<file path="src/rtl/lcdnw_pkg.sv">
// ----------------------------------------------------------------------------
// lcdnw_pkg
// Types, register map, reset values and the init command table.
// ----------------------------------------------------------------------------
package lcdnw_pkg;

  // Configuration port geometry
  localparam int ADDR_W = 5;
  localparam int DATA_W = 32;
  localparam int REG_IDX_W = 3;

  // Register indexes
  localparam logic [REG_IDX_W-1:0] REG_PULSE        = 3'd0;
  localparam logic [REG_IDX_W-1:0] REG_SETTLE_SHORT = 3'd1;
  localparam logic [REG_IDX_W-1:0] REG_SETTLE_CLEAR = 3'd2;
  localparam logic [REG_IDX_W-1:0] REG_POWER_ON     = 3'd3;
  localparam logic [REG_IDX_W-1:0] REG_INIT_GAP1    = 3'd4;
  localparam logic [REG_IDX_W-1:0] REG_INIT_GAP2    = 3'd5;

  // Reset values
  localparam logic [9:0]  RST_PULSE        = 10'd50;
  localparam logic [9:0]  RST_SETTLE_SHORT = 10'd50;
  localparam logic [15:0] RST_SETTLE_CLEAR = 16'd2000;
  localparam logic [16:0] RST_POWER_ON     = 17'd50000;
  localparam logic [15:0] RST_INIT_GAP1    = 16'd5000;
  localparam logic [15:0] RST_INIT_GAP2    = 16'd200;

  // Request modes
  localparam logic [1:0] MODE_TICK = 2'd0;
  localparam logic [1:0] MODE_CMD  = 2'd1;
  localparam logic [1:0] MODE_DATA = 2'd2;
  localparam logic [1:0] MODE_INIT = 2'd3;

  // Commands below this value need the long settle wait
  localparam logic [7:0] CMD_SLOW_LIMIT = 8'h04;

  // Index of the last init command
  localparam logic [3:0] INIT_LAST = 4'd8;

  typedef struct packed {
    logic [9:0]  pulse_us;
    logic [9:0]  settle_short_us;
    logic [15:0] settle_clear_us;
    logic [16:0] power_on_us;
    logic [15:0] init_gap1_us;
    logic [15:0] init_gap2_us;
  } cfg_t;

  typedef enum logic [6:0] {
    PH_IDLE   = 7'b0000001,
    PH_POWER  = 7'b0000010,
    PH_HI_EN  = 7'b0000100,
    PH_HI_LOW = 7'b0001000,
    PH_LO_EN  = 7'b0010000,
    PH_LO_LOW = 7'b0100000,
    PH_SETTLE = 7'b1000000
  } phase_t;

  // Power-on command sequence
  function automatic logic [7:0] init_byte(input logic [3:0] step);
    logic [7:0] b;
    case (step)
      4'd0: b = 8'h30;
      4'd1: b = 8'h30;
      4'd2: b = 8'h30;
      4'd3: b = 8'h20;
      4'd4: b = 8'h28;
      4'd5: b = 8'h08;
      4'd6: b = 8'h01;
      4'd7: b = 8'h06;
      default: b = 8'h0F;
    endcase
    return b;
  endfunction

endpackage

</file>
<file path="src/rtl/lcdnw_regs.sv">
// ----------------------------------------------------------------------------
// lcdnw_regs
// APB-style timing register file for the LCD writer.
// ----------------------------------------------------------------------------
module lcdnw_regs import lcdnw_pkg::*; (
  input  logic              clk,
  input  logic              rst,
  input  logic              psel,
  input  logic              penable,
  input  logic              pwrite,
  input  logic [ADDR_W-1:0] paddr,
  input  logic [DATA_W-1:0] pwdata,
  output logic [DATA_W-1:0] prdata,
  output logic              pready,
  output cfg_t              cfg
);

  logic                 wr_en;
  logic [REG_IDX_W-1:0] idx;

  assign pready = 1'b1;
  assign wr_en  = psel & penable & pwrite;
  assign idx    = paddr[ADDR_W-1:2];

  // Write registers on the access cycle
  always_ff @(posedge clk) begin
    if (rst) begin
      cfg.pulse_us        <= RST_PULSE;
      cfg.settle_short_us <= RST_SETTLE_SHORT;
      cfg.settle_clear_us <= RST_SETTLE_CLEAR;
      cfg.power_on_us     <= RST_POWER_ON;
      cfg.init_gap1_us    <= RST_INIT_GAP1;
      cfg.init_gap2_us    <= RST_INIT_GAP2;
    end else if (wr_en) begin
      case (idx)
        REG_PULSE:        cfg.pulse_us        <= pwdata[9:0];
        REG_SETTLE_SHORT: cfg.settle_short_us <= pwdata[9:0];
        REG_SETTLE_CLEAR: cfg.settle_clear_us <= pwdata[15:0];
        REG_POWER_ON:     cfg.power_on_us     <= pwdata[16:0];
        REG_INIT_GAP1:    cfg.init_gap1_us    <= pwdata[15:0];
        REG_INIT_GAP2:    cfg.init_gap2_us    <= pwdata[15:0];
        default: ;
      endcase
    end
  end

  // Read back the addressed register
  always_comb begin
    case (idx)
      REG_PULSE:        prdata = {22'd0, cfg.pulse_us};
      REG_SETTLE_SHORT: prdata = {22'd0, cfg.settle_short_us};
      REG_SETTLE_CLEAR: prdata = {16'd0, cfg.settle_clear_us};
      REG_POWER_ON:     prdata = {15'd0, cfg.power_on_us};
      REG_INIT_GAP1:    prdata = {16'd0, cfg.init_gap1_us};
      REG_INIT_GAP2:    prdata = {16'd0, cfg.init_gap2_us};
      default:          prdata = '0;
    endcase
  end

endmodule

</file>
<file path="src/rtl/lcdnw_seq.sv">
// ----------------------------------------------------------------------------
// lcdnw_seq
// Per-tick phase sequencer with a registered pin/status output stage.
// ----------------------------------------------------------------------------
module lcdnw_seq import lcdnw_pkg::*; (
  input  logic       clk,
  input  logic       rst,
  input  cfg_t       cfg,
  input  logic       in_valid,
  output logic       in_stall,
  input  logic [1:0] mode,
  input  logic [7:0] byte_value,
  output logic       out_valid,
  input  logic       out_stall,
  output logic       rs_level,
  output logic       rw_level,
  output logic       en_level,
  output logic [3:0] bus_nibble,
  output logic       busy_res,
  output logic       accepted
);

  // Sequencer state
  phase_t      phase, phase_next;
  logic [16:0] wait_counter, wait_counter_next;
  logic [7:0]  held_byte, held_byte_next;
  logic        held_is_data, held_is_data_next;
  logic [3:0]  init_step, init_step_next;
  logic        in_init, in_init_next;

  // Intermediate values after the timer advance
  phase_t      ph_a;
  logic [16:0] wc_a;
  logic [7:0]  hb_a;
  logic        hd_a;
  logic [3:0]  step_a;
  logic        ii_a;

  logic        take;
  logic        taken;
  logic [16:0] pulse1;
  logic [16:0] power1;
  logic [16:0] settle_base;
  logic [16:0] settle_gap;
  logic [16:0] settle_sum;
  logic [16:0] settle1;
  logic [3:0]  step_inc;

  // Hold the input while a finished result is stalled
  assign in_stall = out_valid & out_stall;
  assign take     = in_valid & ~in_stall;

  // Phase lengths, a zero register counts as one tick
  assign pulse1 = (cfg.pulse_us == '0) ? 17'd1 : {7'd0, cfg.pulse_us};
  assign power1 = (cfg.power_on_us == '0) ? 17'd1 : cfg.power_on_us;

  assign settle_base = (!held_is_data && held_byte < CMD_SLOW_LIMIT) ?
                       {1'b0, cfg.settle_clear_us} : {7'd0, cfg.settle_short_us};
  assign settle_gap  = (in_init && init_step == 4'd0) ? {1'b0, cfg.init_gap1_us} :
                       (in_init && init_step == 4'd1) ? {1'b0, cfg.init_gap2_us} : '0;
  assign settle_sum  = settle_base + settle_gap;
  assign settle1     = (settle_sum == '0) ? 17'd1 : settle_sum;
  assign step_inc    = init_step + 4'd1;

  // Advance the timer and move to the next phase on expiry
  always_comb begin
    ph_a   = phase;
    wc_a   = wait_counter;
    hb_a   = held_byte;
    hd_a   = held_is_data;
    step_a = init_step;
    ii_a   = in_init;
    if (phase != PH_IDLE) begin
      if (wait_counter <= 17'd1) begin
        case (phase)
          PH_POWER: begin
            step_a = 4'd0;
            hb_a   = init_byte(4'd0);
            hd_a   = 1'b0;
            ph_a   = PH_HI_EN;
            wc_a   = pulse1;
          end
          PH_HI_EN: begin
            ph_a = PH_HI_LOW;
            wc_a = pulse1;
          end
          PH_HI_LOW: begin
            ph_a = PH_LO_EN;
            wc_a = pulse1;
          end
          PH_LO_EN: begin
            ph_a = PH_LO_LOW;
            wc_a = pulse1;
          end
          PH_LO_LOW: begin
            ph_a = PH_SETTLE;
            wc_a = settle1;
          end
          PH_SETTLE: begin
            if (in_init && init_step < INIT_LAST) begin
              step_a = step_inc;
              hb_a   = init_byte(step_inc);
              hd_a   = 1'b0;
              ph_a   = PH_HI_EN;
              wc_a   = pulse1;
            end else begin
              ii_a = 1'b0;
              ph_a = PH_IDLE;
              wc_a = '0;
            end
          end
          default: begin
            ph_a = PH_IDLE;
            wc_a = '0;
          end
        endcase
      end else begin
        wc_a = wait_counter - 17'd1;
      end
    end
  end

  // Take a request when the sequencer is idle after the advance
  always_comb begin
    phase_next        = ph_a;
    wait_counter_next = wc_a;
    held_byte_next    = hb_a;
    held_is_data_next = hd_a;
    init_step_next    = step_a;
    in_init_next      = ii_a;
    taken             = 1'b0;
    if (ph_a == PH_IDLE) begin
      case (mode)
        MODE_CMD, MODE_DATA: begin
          held_byte_next    = byte_value;
          held_is_data_next = (mode == MODE_DATA);
          phase_next        = PH_HI_EN;
          wait_counter_next = pulse1;
          taken             = 1'b1;
        end
        MODE_INIT: begin
          in_init_next      = 1'b1;
          init_step_next    = 4'd0;
          held_byte_next    = '0;
          held_is_data_next = 1'b0;
          phase_next        = PH_POWER;
          wait_counter_next = power1;
          taken             = 1'b1;
        end
        default: ;
      endcase
    end
  end

  // Update state once per accepted tick
  always_ff @(posedge clk) begin
    if (rst) begin
      phase        <= PH_IDLE;
      wait_counter <= '0;
      held_byte    <= '0;
      held_is_data <= 1'b0;
      init_step    <= '0;
      in_init      <= 1'b0;
    end else if (take) begin
      phase        <= phase_next;
      wait_counter <= wait_counter_next;
      held_byte    <= held_byte_next;
      held_is_data <= held_is_data_next;
      init_step    <= init_step_next;
      in_init      <= in_init_next;
    end
  end

  // Result valid flag
  always_ff @(posedge clk) begin
    if (rst) begin
      out_valid <= 1'b0;
    end else if (take) begin
      out_valid <= 1'b1;
    end else if (!out_stall) begin
      out_valid <= 1'b0;
    end
  end

  // Result payload, loaded with each transaction
  always_ff @(posedge clk) begin
    if (take) begin
      rs_level   <= held_is_data_next;
      rw_level   <= 1'b0;
      en_level   <= (phase_next == PH_HI_EN) || (phase_next == PH_LO_EN);
      bus_nibble <= ((phase_next == PH_HI_EN) || (phase_next == PH_HI_LOW)) ?
                    held_byte_next[7:4] : held_byte_next[3:0];
      busy_res   <= (phase_next != PH_IDLE);
      accepted   <= taken;
    end
  end

endmodule

</file>
<file path="src/rtl/char_lcd_nibble_writer.sv">
// ----------------------------------------------------------------------------
// char_lcd_nibble_writer
// Character LCD writer for a 4-bit bus: one microsecond tick per transaction.
// ----------------------------------------------------------------------------
//  Channel  | Handshake                | Payload
//  ---------+--------------------------+-----------------------------------
//  in       | in_valid / in_stall      | mode, byte_value
//  out      | out_valid / out_stall    | rs_level, rw_level, en_level,
//           |                          | bus_nibble, busy_res, accepted
//  config   | psel/penable/pwrite/pready | paddr, pwdata, prdata
//
//  One tick enters per clock unless in_stall holds it; its result is
//  registered in the next cycle. Timer and phase logic are combinational.
//  in_stall rises only while a result sits in the output register and
//  out_stall holds it; a tick can enter in the same cycle a result leaves.
//  rst is synchronous: it idles the sequencer and restores the timing
//  registers to their default values.
// ----------------------------------------------------------------------------
module char_lcd_nibble_writer import lcdnw_pkg::*; (
  input  logic              clk,
  input  logic              rst,
  input  logic              in_valid,
  output logic              in_stall,
  input  logic [1:0]        mode,
  input  logic [7:0]        byte_value,
  output logic              out_valid,
  input  logic              out_stall,
  output logic              rs_level,
  output logic              rw_level,
  output logic              en_level,
  output logic [3:0]        bus_nibble,
  output logic              busy_res,
  output logic              accepted,
  input  logic              psel,
  input  logic              penable,
  input  logic              pwrite,
  input  logic [ADDR_W-1:0] paddr,
  input  logic [DATA_W-1:0] pwdata,
  output logic [DATA_W-1:0] prdata,
  output logic              pready
);

  cfg_t cfg;

  // Timing registers
  lcdnw_regs u_regs (
    .clk     (clk),
    .rst     (rst),
    .psel    (psel),
    .penable (penable),
    .pwrite  (pwrite),
    .paddr   (paddr),
    .pwdata  (pwdata),
    .prdata  (prdata),
    .pready  (pready),
    .cfg     (cfg)
  );

  // Phase sequencer and output stage
  lcdnw_seq u_seq (
    .clk        (clk),
    .rst        (rst),
    .cfg        (cfg),
    .in_valid   (in_valid),
    .in_stall   (in_stall),
    .mode       (mode),
    .byte_value (byte_value),
    .out_valid  (out_valid),
    .out_stall  (out_stall),
    .rs_level   (rs_level),
    .rw_level   (rw_level),
    .en_level   (en_level),
    .bus_nibble (bus_nibble),
    .busy_res   (busy_res),
    .accepted   (accepted)
  );

endmodule

</file>
<file path="config.mk">
export PLATFORM = sky130hd
export DESIGN_NAME = char_lcd_nibble_writer
export DESIGN_NICKNAME = d
export VERILOG_FILES = /design/src/rtl/lcdnw_pkg.sv /design/src/rtl/lcdnw_regs.sv /design/src/rtl/lcdnw_seq.sv /design/src/rtl/char_lcd_nibble_writer.sv
export SDC_FILE = /design/constraint.sdc
export NUM_CORES = 1
export LEC_CHECK = 0
export BUFFER_PORTS_ARGS = -buffer_cell sky130_fd_sc_hd__buf_2
export CAP_MARGIN = 15
export CORE_ASPECT_RATIO = 1.5
export CORE_MARGIN = 2
export CORE_UTILIZATION = 54
export DETAILED_ROUTE_END_ITERATION = 10
export HOLD_SLACK_MARGIN = 0.02
export PLACE_DENSITY = 0.78
export SYNTH_ARGS = -nofsm -noshare
export SYNTH_HDL_FRONTEND = slang
export SYNTH_SLANG_ARGS = --single-unit
</file>
<file path="constraint.sdc">
create_clock -name clk -period 4.14 [get_ports clk]
set_clock_uncertainty 0.15 [all_clocks]
set_input_delay 0.828 -clock clk [delete_from_list [all_inputs] [get_ports clk]]
set_output_delay 0.828 -clock clk [all_outputs]
set_load 0.05 [all_outputs]
</file>
# Word level (Yosys, flattened, before mapping)
# Memory sizes are Yosys's and may differ from the RTL's.
# Index checks and enable logic that the tools add are counted.
[word_totals]
ff_bits = 132
input_bits = 54
memories = 1
out_inout_bits = 44
romBits = 48
[classes]
eq_ne = 22
bitwise = 5
n_lt_le_gt_ge = 3
n_reduce_logical = 21
muxes = 48
addsub = 3
[mem_list]
columns = ["memory", "words", "word_bits", "read_ports", "rd_clocked_by_memory_dff", "wr", "line", "source"]
rows = [
  ["(name not given)", 8, 6, 1, 0, 0, "lcdnw_pkg.sv:62", "case (step)"],
]
[ops]
columns = ["cell", "n"]
rows = [
  ["$mux W17", 7],
  ["$pmux W17 S6", 1],
  ["$pmux W17 S3", 1],
  ["$pmux W7 S6", 1],
  ["$mux W8", 5],
  ["$logic_not A17 Y1", 2],
  ["$pmux W17 S2", 1],
  ["$mux W16", 2],
  ["$pmux W8 S2", 2],
  ["$mux W4", 6],
  ["$mux W7", 3],
  ["$add A17 B17 Y17", 1],
  ["$le A17 B1 Y1 const B", 1],
  ["$sub A17 B1 Y17 const B", 1],
  ["$eq A7 B3 Y1 const B", 2],
  ["$eq A7 B4 Y1 const B", 2],
  ["$eq A7 B5 Y1 const B", 2],
  ["$ne A7 B1 Y1 const B", 2],
  ["$pmux W7 S2", 1],
  ["$mux W1", 13],
  ["$reduce_and A2 Y1", 6],
  ["$logic_not A10 Y1", 1],
  ["$mux W10", 1],
  ["$lt A8 B3 Y1 const B", 1],
  ["26 further kinds", 37],
]

# Longest topological paths before layout
[logic_depth]
ltp_word = 12
ltp_mapped = 15
mapped_depth_nobuf = 15

# Cells and area by module
# A second synthesis with hierarchy kept.
[unflattened]
cells_unflattened = 1149
area_unflattened_um2 = 9223.8
[by_module_without_submodules]
columns = ["module", "area_each_um2", "cells_each", "n_inst", "seq_area_each_um2"]
rows = [
  ["lcdnw_seq", 4976.0, 681, 1, 1021.0],
  ["lcdnw_regs", 4247.8, 468, 1, 1701.6],
]

# Worst setup path after synthesis
# No wires, ideal clock.
[synth_timing]
kind = "input to output"
start = "input paddr[2]"
end = "output prdata[9]"
stages = 5
path_buffers = 3
setup_slack_ps = 77
t_arrival_ps = 3085
cell_sequence = "clkbuf_1 clkbuf_1 buf_1 mux2i_1 o21ai_0"
[synth_between]
elab_chain_len = 2
elab_cells_between_ends = 7
cone_classes = "5 x eq/ne; 1 x mux; 1 x reduce/logical"
[synth_lines]
columns = ["item", "line", "source"]
rows = [
  ["start: declaration", "char_lcd_nibble_writer.sv:37", "input logic [ADDR_W-1:0] paddr,"],
  ["$eq A3 B3 Y1 (tied with other cells)", "lcdnw_regs.sv:49", "case (idx)"],
  ["$pmux W17 S6 (*)", "lcdnw_regs.sv:49", ""],
  ["end: declaration", "char_lcd_nibble_writer.sv:39", "output logic [DATA_W-1:0] prdata,"],
]
# Every way passes the cells marked *; elsewhere a longest branch is shown, timed or not.

# Worst setup path after layout
[layout_timing]
start = "register u_seq.held_is_data"
end = "register u_seq.wait_counter[11]"
[layout_between]
elab_chain_len = 11
[layout_lines]
columns = ["item", "line", "source"]
rows = [
  ["start: declaration", "lcdnw_seq.sv:27", "logic held_is_data, held_is_data_next;"],
  ["start signal: assignment", "lcdnw_seq.sv:168", "held_is_data <= held_is_data_next;"],
  ["$logic_not A1 Y1 (*)", "lcdnw_seq.sv:57", "assign settle_base = (!held_is_data && held_byte < CMD_SLOW_LIMIT) ?"],
  ["$logic_and A1 B1 Y1 (*)", "lcdnw_seq.sv:57", ""],
  ["$mux W16 (*)", "lcdnw_seq.sv:57", ""],
  ["$add A17 B17 Y17 (*)", "lcdnw_seq.sv:61", "assign settle_sum = settle_base + settle_gap;"],
  ["$logic_not A17 Y1", "lcdnw_seq.sv:62", "assign settle1 = (settle_sum == '0) ? 17'd1 : settle_sum;"],
  ["$mux W17 (*)", "lcdnw_seq.sv:62", ""],
  ["$pmux W17 S3 (*)", "lcdnw_seq.sv:75", "case (phase)"],
  ["$mux W17 (*)", "lcdnw_seq.sv:74", "if (wait_counter <= 17'd1) begin"],
  ["$mux W17 (*)", "lcdnw_seq.sv:73", "if (phase != PH_IDLE) begin"],
  ["$pmux W17 S2", "lcdnw_seq.sv:133", "case (mode)"],
  ["$mux W17 (*)", "lcdnw_seq.sv:132", "if (ph_a == PH_IDLE) begin"],
  ["end signal: assignment", "lcdnw_seq.sv:166", "wait_counter <= wait_counter_next;"],
  ["end: declaration", "lcdnw_seq.sv:25", "logic [16:0] wait_counter, wait_counter_next;"],
]
# Marks and branches as above.
# A chain may end at the register's enable or synchronous reset.

==> impl_results.html <==
<table>
<tr><th>Metric</th><th>Value</th></tr>
<tr><th colspan="2">Power</th></tr>
<tr><td>Power per unit of standard cell area</td><td>479.1 mW/mm2</td></tr>
<tr><td>Fraction of power consumed by sequential logic</td><td>0.313</td></tr>
<tr><td>IR Drop Worst-Case VDD</td><td>0.0002368 V</td></tr>
<tr><td>Relative contribution of combinational cells to total power</td><td>0.357</td></tr>
<tr><td>Clock network power share</td><td>0.330</td></tr>
<tr><td>P_int</td><td>0.002880 W</td></tr>
<tr><td>Total leakage power</td><td>between 3 and 4 nW</td></tr>
<tr><td>Total power of the final layout</td><td>between 0.004 and 0.005 W</td></tr>
<tr><td>Switching power</td><td>0.001816 W</td></tr>
<tr><td>Fraction of power spent switching nets</td><td>0.3867</td></tr>
<tr><th colspan="2">Synth</th></tr>
<tr><td>Syn avg cell area</td><td>7.580 um2</td></tr>
<tr><td>Yosys reg bits</td><td>132</td></tr>
<tr><td>Yosys warns</td><td>0</td></tr>
<tr><td>Prevailing post-synth register cell</td><td>sky130_fd_sc_hd__dfxtp_1</td></tr>
<tr><td>Synthesized area</td><td>0.008459 mm2</td></tr>
<tr><td>Sequential share of the synthesized area</td><td>0.3218</td></tr>
<tr><td>Instance count of the mapped netlist</td><td>about 1100</td></tr>
<tr><td>Number of different library cells in the post-synthesis netlist</td><td>83</td></tr>
<tr><td>EDFF count, synth</td><td>8</td></tr>
<tr><td>Post-synthesis async set-or-reset flop share</td><td>0</td></tr>
<tr><th colspan="2">Placement</th></tr>
<tr><td>DP Wirelength</td><td>between 15000 and 20000 um</td></tr>
<tr><td>Weighted congestion reported at the end of routability-driven placement</td><td>between 0.9 and 1</td></tr>
<tr><td>Port bufs</td><td>63</td></tr>
<tr><td>Area after detailed placement</td><td>around 0.0091 mm2</td></tr>
<tr><th colspan="2">Routing</th></tr>
<tr><td>Via count of the routed design</td><td>around 9000</td></tr>
<tr><td>Violation count after the first detailed-routing iteration</td><td>~860</td></tr>
<tr><td>Detailed-router iteration count before antenna repair</td><td>8</td></tr>
<tr><td>Detailed-route wire length per cell</td><td>19.35 um</td></tr>
<tr><td>DRC violations left</td><td>0</td></tr>
<tr><td>Antenna-violating nets left</td><td>0</td></tr>
<tr><td>Vias per Instance</td><td>6.400</td></tr>
<tr><td>Post-Route WL</td><td>between 20000 and 30000 um</td></tr>
<tr><th colspan="2">Setup path</th></tr>
<tr><td>Endpoint class of the critical path</td><td>register</td></tr>
<tr><td>Depth of the most critical reg-to-reg path</td><td>15</td></tr>
<tr><td>Cell repeated most along the worst path</td><td>sky130_fd_sc_hd__o21ai_0</td></tr>
<tr><td>CP max FO</td><td>7</td></tr>
<tr><td>Largest incremental delay on the critical path</td><td>0.49 ns</td></tr>
<tr><td>WS Path Type</td><td>register to register</td></tr>
<tr><td>FF-to-FF Start</td><td>u_seq.held_is_data</td></tr>
<tr><td>Crit path buf inv count</td><td>3</td></tr>
<tr><td>Launching element type of the critical path</td><td>register</td></tr>
<tr><td>Data required time of the worst path</td><td>~4.3 ns</td></tr>
<tr><td>Cell with the largest stage delay on the worst path</td><td>sky130_fd_sc_hd__o21ai_0</td></tr>
<tr><td>Cell chain of the critical path</td><td>nor4_4 &gt; and2_4 &gt; buf_4 &gt; mux2_2 &gt; ha_1 &gt; buf_4 &gt; o21ai_0 &gt; o21ai_0 &gt; buf_4 &gt; nand2_1 &gt; o21ai_0 &gt; xor2_1 &gt; a21oi_1 &gt; o21ai_0 &gt; a221o_1</td></tr>
<tr><td>Worst reg2reg endpoint</td><td>u_seq.wait_counter[11]</td></tr>
<tr><td>Worst-case register-to-register setup slack</td><td>roughly 0.14 ns</td></tr>
<tr><td>Largest delay contributor family on the critical path</td><td>compound AO/OA/AOI/OAI gates</td></tr>
<tr><td>Crit path from</td><td>u_seq.held_is_data</td></tr>
<tr><td>Worst EP arrival</td><td>between 4 and 5 ns</td></tr>
<tr><th colspan="2">Die</th></tr>
<tr><td>Y dimension of the die</td><td>between 150 and 200 um</td></tr>
<tr><td>Die Wd</td><td>106.2 um</td></tr>
<tr><td>FP Rows</td><td>56</td></tr>
<tr><td>Count of boundary I/O pins</td><td>98</td></tr>
<tr><td>Initial core utilization</td><td>0.5463</td></tr>
<tr><td>Area enclosed by the die boundary</td><td>0.01670 mm2</td></tr>
<tr><td>Area of the placeable core</td><td>0.01548 mm2</td></tr>
<tr><th colspan="2">Worst hold path</th></tr>
<tr><td>Worst Hold Path Cells</td><td>2</td></tr>
<tr><td>Hold path start</td><td>u_regs.cfg[10]</td></tr>
<tr><td>Min-delay worst type</td><td>register to register</td></tr>
<tr><td>Endpoint, Worst Hold</td><td>u_regs.cfg[10]</td></tr>
<tr><th colspan="2">Layout</th></tr>
<tr><td>Post-route design area</td><td>0.009802 mm2</td></tr>
<tr><td>Highest-count cells in the layout ignoring fill and taps</td><td>sky130_fd_sc_hd__nand2_1 (231), sky130_fd_sc_hd__dfxtp_1 (124), sky130_fd_sc_hd__a21oi_1 (115)</td></tr>
<tr><td>Number of diodes</td><td>0</td></tr>
<tr><td>Area occupied by multi-input gates</td><td>0.005350 mm2</td></tr>
<tr><td>Filler cell count in the final layout</td><td>around 1400</td></tr>
<tr><td>Share of final-layout standard cells stronger than drive strength 1</td><td>0.1711</td></tr>
<tr><td>Leading cell type in the layout, fill and taps excluded</td><td>sky130_fd_sc_hd__nand2_1</td></tr>
<tr><td>Post-layout utilization of the core</td><td>0.6330</td></tr>
<tr><td>Register cell area after layout</td><td>0.002723 mm2</td></tr>
<tr><td>Fin nets</td><td>1269</td></tr>
<tr><td>Layout overhead on the synthesized area</td><td>15.87%</td></tr>
<tr><th colspan="2">STA</th></tr>
<tr><td>Final hold violation count</td><td>0</td></tr>
<tr><td>Relative slew slack</td><td>0.4094</td></tr>
<tr><td>Final worst path period share</td><td>0.9667</td></tr>
<tr><td>Slew at the pin closest to its max-slew limit</td><td>0.8826 ns</td></tr>
<tr><td>Slew Viols, Final</td><td>0</td></tr>
<tr><td>Setup_tns</td><td>0 ns</td></tr>
<tr><td>Min Hold Slack</td><td>0.3208 ns</td></tr>
<tr><td>Highest attainable clock frequency</td><td>249.9 MHz</td></tr>
<tr><td>Period minus WS final</td><td>4.002 ns</td></tr>
<tr><td>Final setup violation count</td><td>0</td></tr>
<tr><th colspan="2">GRT</th></tr>
<tr><td>Global-route wire length before repair</td><td>about 43000 um</td></tr>
<tr><td>Number of global-route vias before repair</td><td>8563</td></tr>
<tr><td>Pin count of the biggest net entering global routing</td><td>48</td></tr>
<tr><td>Number of antenna violations at the first check in global routing</td><td>0</td></tr>
<tr><td>Tot GR Track Use</td><td>0.3248</td></tr>
<tr><td>Grt total ovfl</td><td>0</td></tr>
<tr><th colspan="2">Status</th></tr>
<tr><td>Status</td><td>completed</td></tr>
<tr><th colspan="2">Clock tree</th></tr>
<tr><td>Clock Latency Late Sink</td><td>0.43 ns</td></tr>
<tr><td>Total CTS buffers</td><td>17</td></tr>
<tr><td>Clock transition at the register clock pins on the worst setup and hold paths after CTS</td><td>around 0.07 ns</td></tr>
<tr><td>Clock root buffer</td><td>sky130_fd_sc_hd__clkbuf_16</td></tr>
<tr><td>Clock tree from TritonCTS</td><td>built</td></tr>
<tr><td>Clock tree buffer depth</td><td>2</td></tr>
<tr><td>Htree depth</td><td>4</td></tr>
<tr><td>Clock Sink Count</td><td>132</td></tr>
<tr><th colspan="2">Flow run</th></tr>
<tr><td>Max-cap violation count</td><td>0</td></tr>
</table>
synthesized netlist by cell type, types with 7 or more instances:
| cell | count | area share |
|---|---|---|
| sky130_fd_sc_hd__a211oi_1 | 12 | 0.011 |
| sky130_fd_sc_hd__a31oi_1 | 12 | 0.0089 |
| sky130_fd_sc_hd__a21oi_1 | 115 | 0.068 |
| sky130_fd_sc_hd__o211ai_1 | 9 | 0.0080 |
| sky130_fd_sc_hd__buf_2 | 7 | 0.0041 |
| sky130_fd_sc_hd__nor4_1 | 14 | 0.010 |
| sky130_fd_sc_hd__nand2_1 | 231 | 0.10 |
| sky130_fd_sc_hd__ha_1 | 29 | 0.043 |
| sky130_fd_sc_hd__clkbuf_1 | 59 | 0.026 |
| sky130_fd_sc_hd__xnor2_1 | 8 | 0.0083 |
| sky130_fd_sc_hd__and3_1 | 12 | 0.0089 |
| sky130_fd_sc_hd__a22oi_1 | 16 | 0.014 |
| sky130_fd_sc_hd__a22o_1 | 20 | 0.021 |
| sky130_fd_sc_hd__edfxtp_1 | 8 | 0.028 |
| sky130_fd_sc_hd__o221ai_1 | 9 | 0.0093 |
| sky130_fd_sc_hd__inv_1 | 18 | 0.0080 |
| sky130_fd_sc_hd__nand4_1 | 7 | 0.0052 |
| sky130_fd_sc_hd__nor2_1 | 70 | 0.031 |
| sky130_fd_sc_hd__o22ai_1 | 15 | 0.011 |
| sky130_fd_sc_hd__o21ai_0 | 36 | 0.021 |
| sky130_fd_sc_hd__nor3_1 | 28 | 0.017 |
| sky130_fd_sc_hd__nand3_1 | 52 | 0.031 |
| sky130_fd_sc_hd__or3_1 | 10 | 0.0074 |
| sky130_fd_sc_hd__mux2i_1 | 27 | 0.032 |
| sky130_fd_sc_hd__mux2_2 | 18 | 0.024 |
| sky130_fd_sc_hd__buf_4 | 17 | 0.015 |
| sky130_fd_sc_hd__o31ai_1 | 7 | 0.0062 |
| sky130_fd_sc_hd__xor2_1 | 9 | 0.0093 |
| sky130_fd_sc_hd__buf_1 | 7 | 0.0031 |
| sky130_fd_sc_hd__dfxtp_1 | 124 | 0.29 |
power groups by stage:
stage / registers, W / logic, W / clock network (W)
after floorplan: 0.00153 / 0.00114 / 0
after global placement: 0.00149 / 0.00158 / 0
after detailed placement: 0.00149 / 0.00160 / 0
after CTS: 0.00147 / 0.00161 / 0.00155
after global routing: 0.00148 / 0.00180 / 0.00161
final: 0.00147 / 0.00168 / 0.00155
stage by stage:
stage	cells	setup slack (ns)
finish	1401	0.1379
global route	1401	-0.01487
CTS	1398	0.003778
detailed placement	1366	-0.3661
global placement	1366	-0.1843
floorplan	1131	0.07729
metal layers:
metal | wire [um] | GRT usage | vias up
met5 | 0 | 0 | -
met4 | 1672 | 0.2093 | 0
met3 | 2075 | 0.05839 | 131
met2 | 13580 | 0.5681 | 526
met1 | 9775 | 0.3598 | 4141
li1 | - | - | 4168
worst max path at each step:
| stage | endpoint | slack (ns) | cells after the start |
|---|---|---|---|
| 4_1_cts | u_seq.wait_counter[0] | 0.004 | 14 |
| 2_1_floorplan | prdata[9] | 0.08 | 5 |
| 6_report | u_seq.wait_counter[11] | 0.14 | 15 |
| 5_1_grt | u_seq.wait_counter[0] | -0.01 | 16 |
| 3_3_place_gp | u_seq.wait_counter[0] | -0.18 | 14 |
| 3_5_place_dp | u_seq.wait_counter[0] | -0.37 | 14 |
cells by family after synthesis:
family,after synthesis,synth area share
flip-flops,132,0.3218
AND/OR/NAND/NOR,461,0.2480
buffers and inverters,113,0.06138
adder cells (fa/ha/maj),30,0.04526
XOR/XNOR,17,0.01760
other,2,0.0008878
AO/OA/AOI/OAI,313,0.2429
multiplexers,48,0.06212
what timing repair did:
item	4_1_cts	5_1_grt
buffers inserted	0	3
setup endpoints to repair	11	3
pin swaps	1	3
hold buffers	0	0
gates resized for setup	3	8
registers in the layout (all words and copies together) (netlist names), 4 cells and up:
register / count
u_seq.wait_counter: 17
u_regs.cfg: 85
u_seq.init_step: 4
u_seq.held_byte: 8
u_seq.bus_nibble: 4
u_seq.phase: 7
cell type report:
type,count,share of cell area
repair buffers,128,0.08195
clock inverters,13,0.01353
flip-flops and latches,132,0.2778
multi-input cells,886,0.5458
clock buffers,19,0.04736
inverters,20,0.007659
well taps,203,0.02591
worst register-to-register path, stage by stage (launching register included):
cell,delay [ns]
sky130_fd_sc_hd__dfxtp_1,0.34
sky130_fd_sc_hd__nor4_4,0.47
sky130_fd_sc_hd__and2_4,0.27
sky130_fd_sc_hd__buf_4,0.14
sky130_fd_sc_hd__mux2_2,0.34
sky130_fd_sc_hd__ha_1,0.32
sky130_fd_sc_hd__buf_4,0.12
sky130_fd_sc_hd__o21ai_0,0.09
sky130_fd_sc_hd__o21ai_0,0.49
sky130_fd_sc_hd__buf_4,0.21
sky130_fd_sc_hd__nand2_1,0.07
sky130_fd_sc_hd__o21ai_0,0.21
sky130_fd_sc_hd__xor2_1,0.12
sky130_fd_sc_hd__a21oi_1,0.14
sky130_fd_sc_hd__o21ai_0,0.09
sky130_fd_sc_hd__a221o_1,0.32
Power figures use the tool's default switching activity.
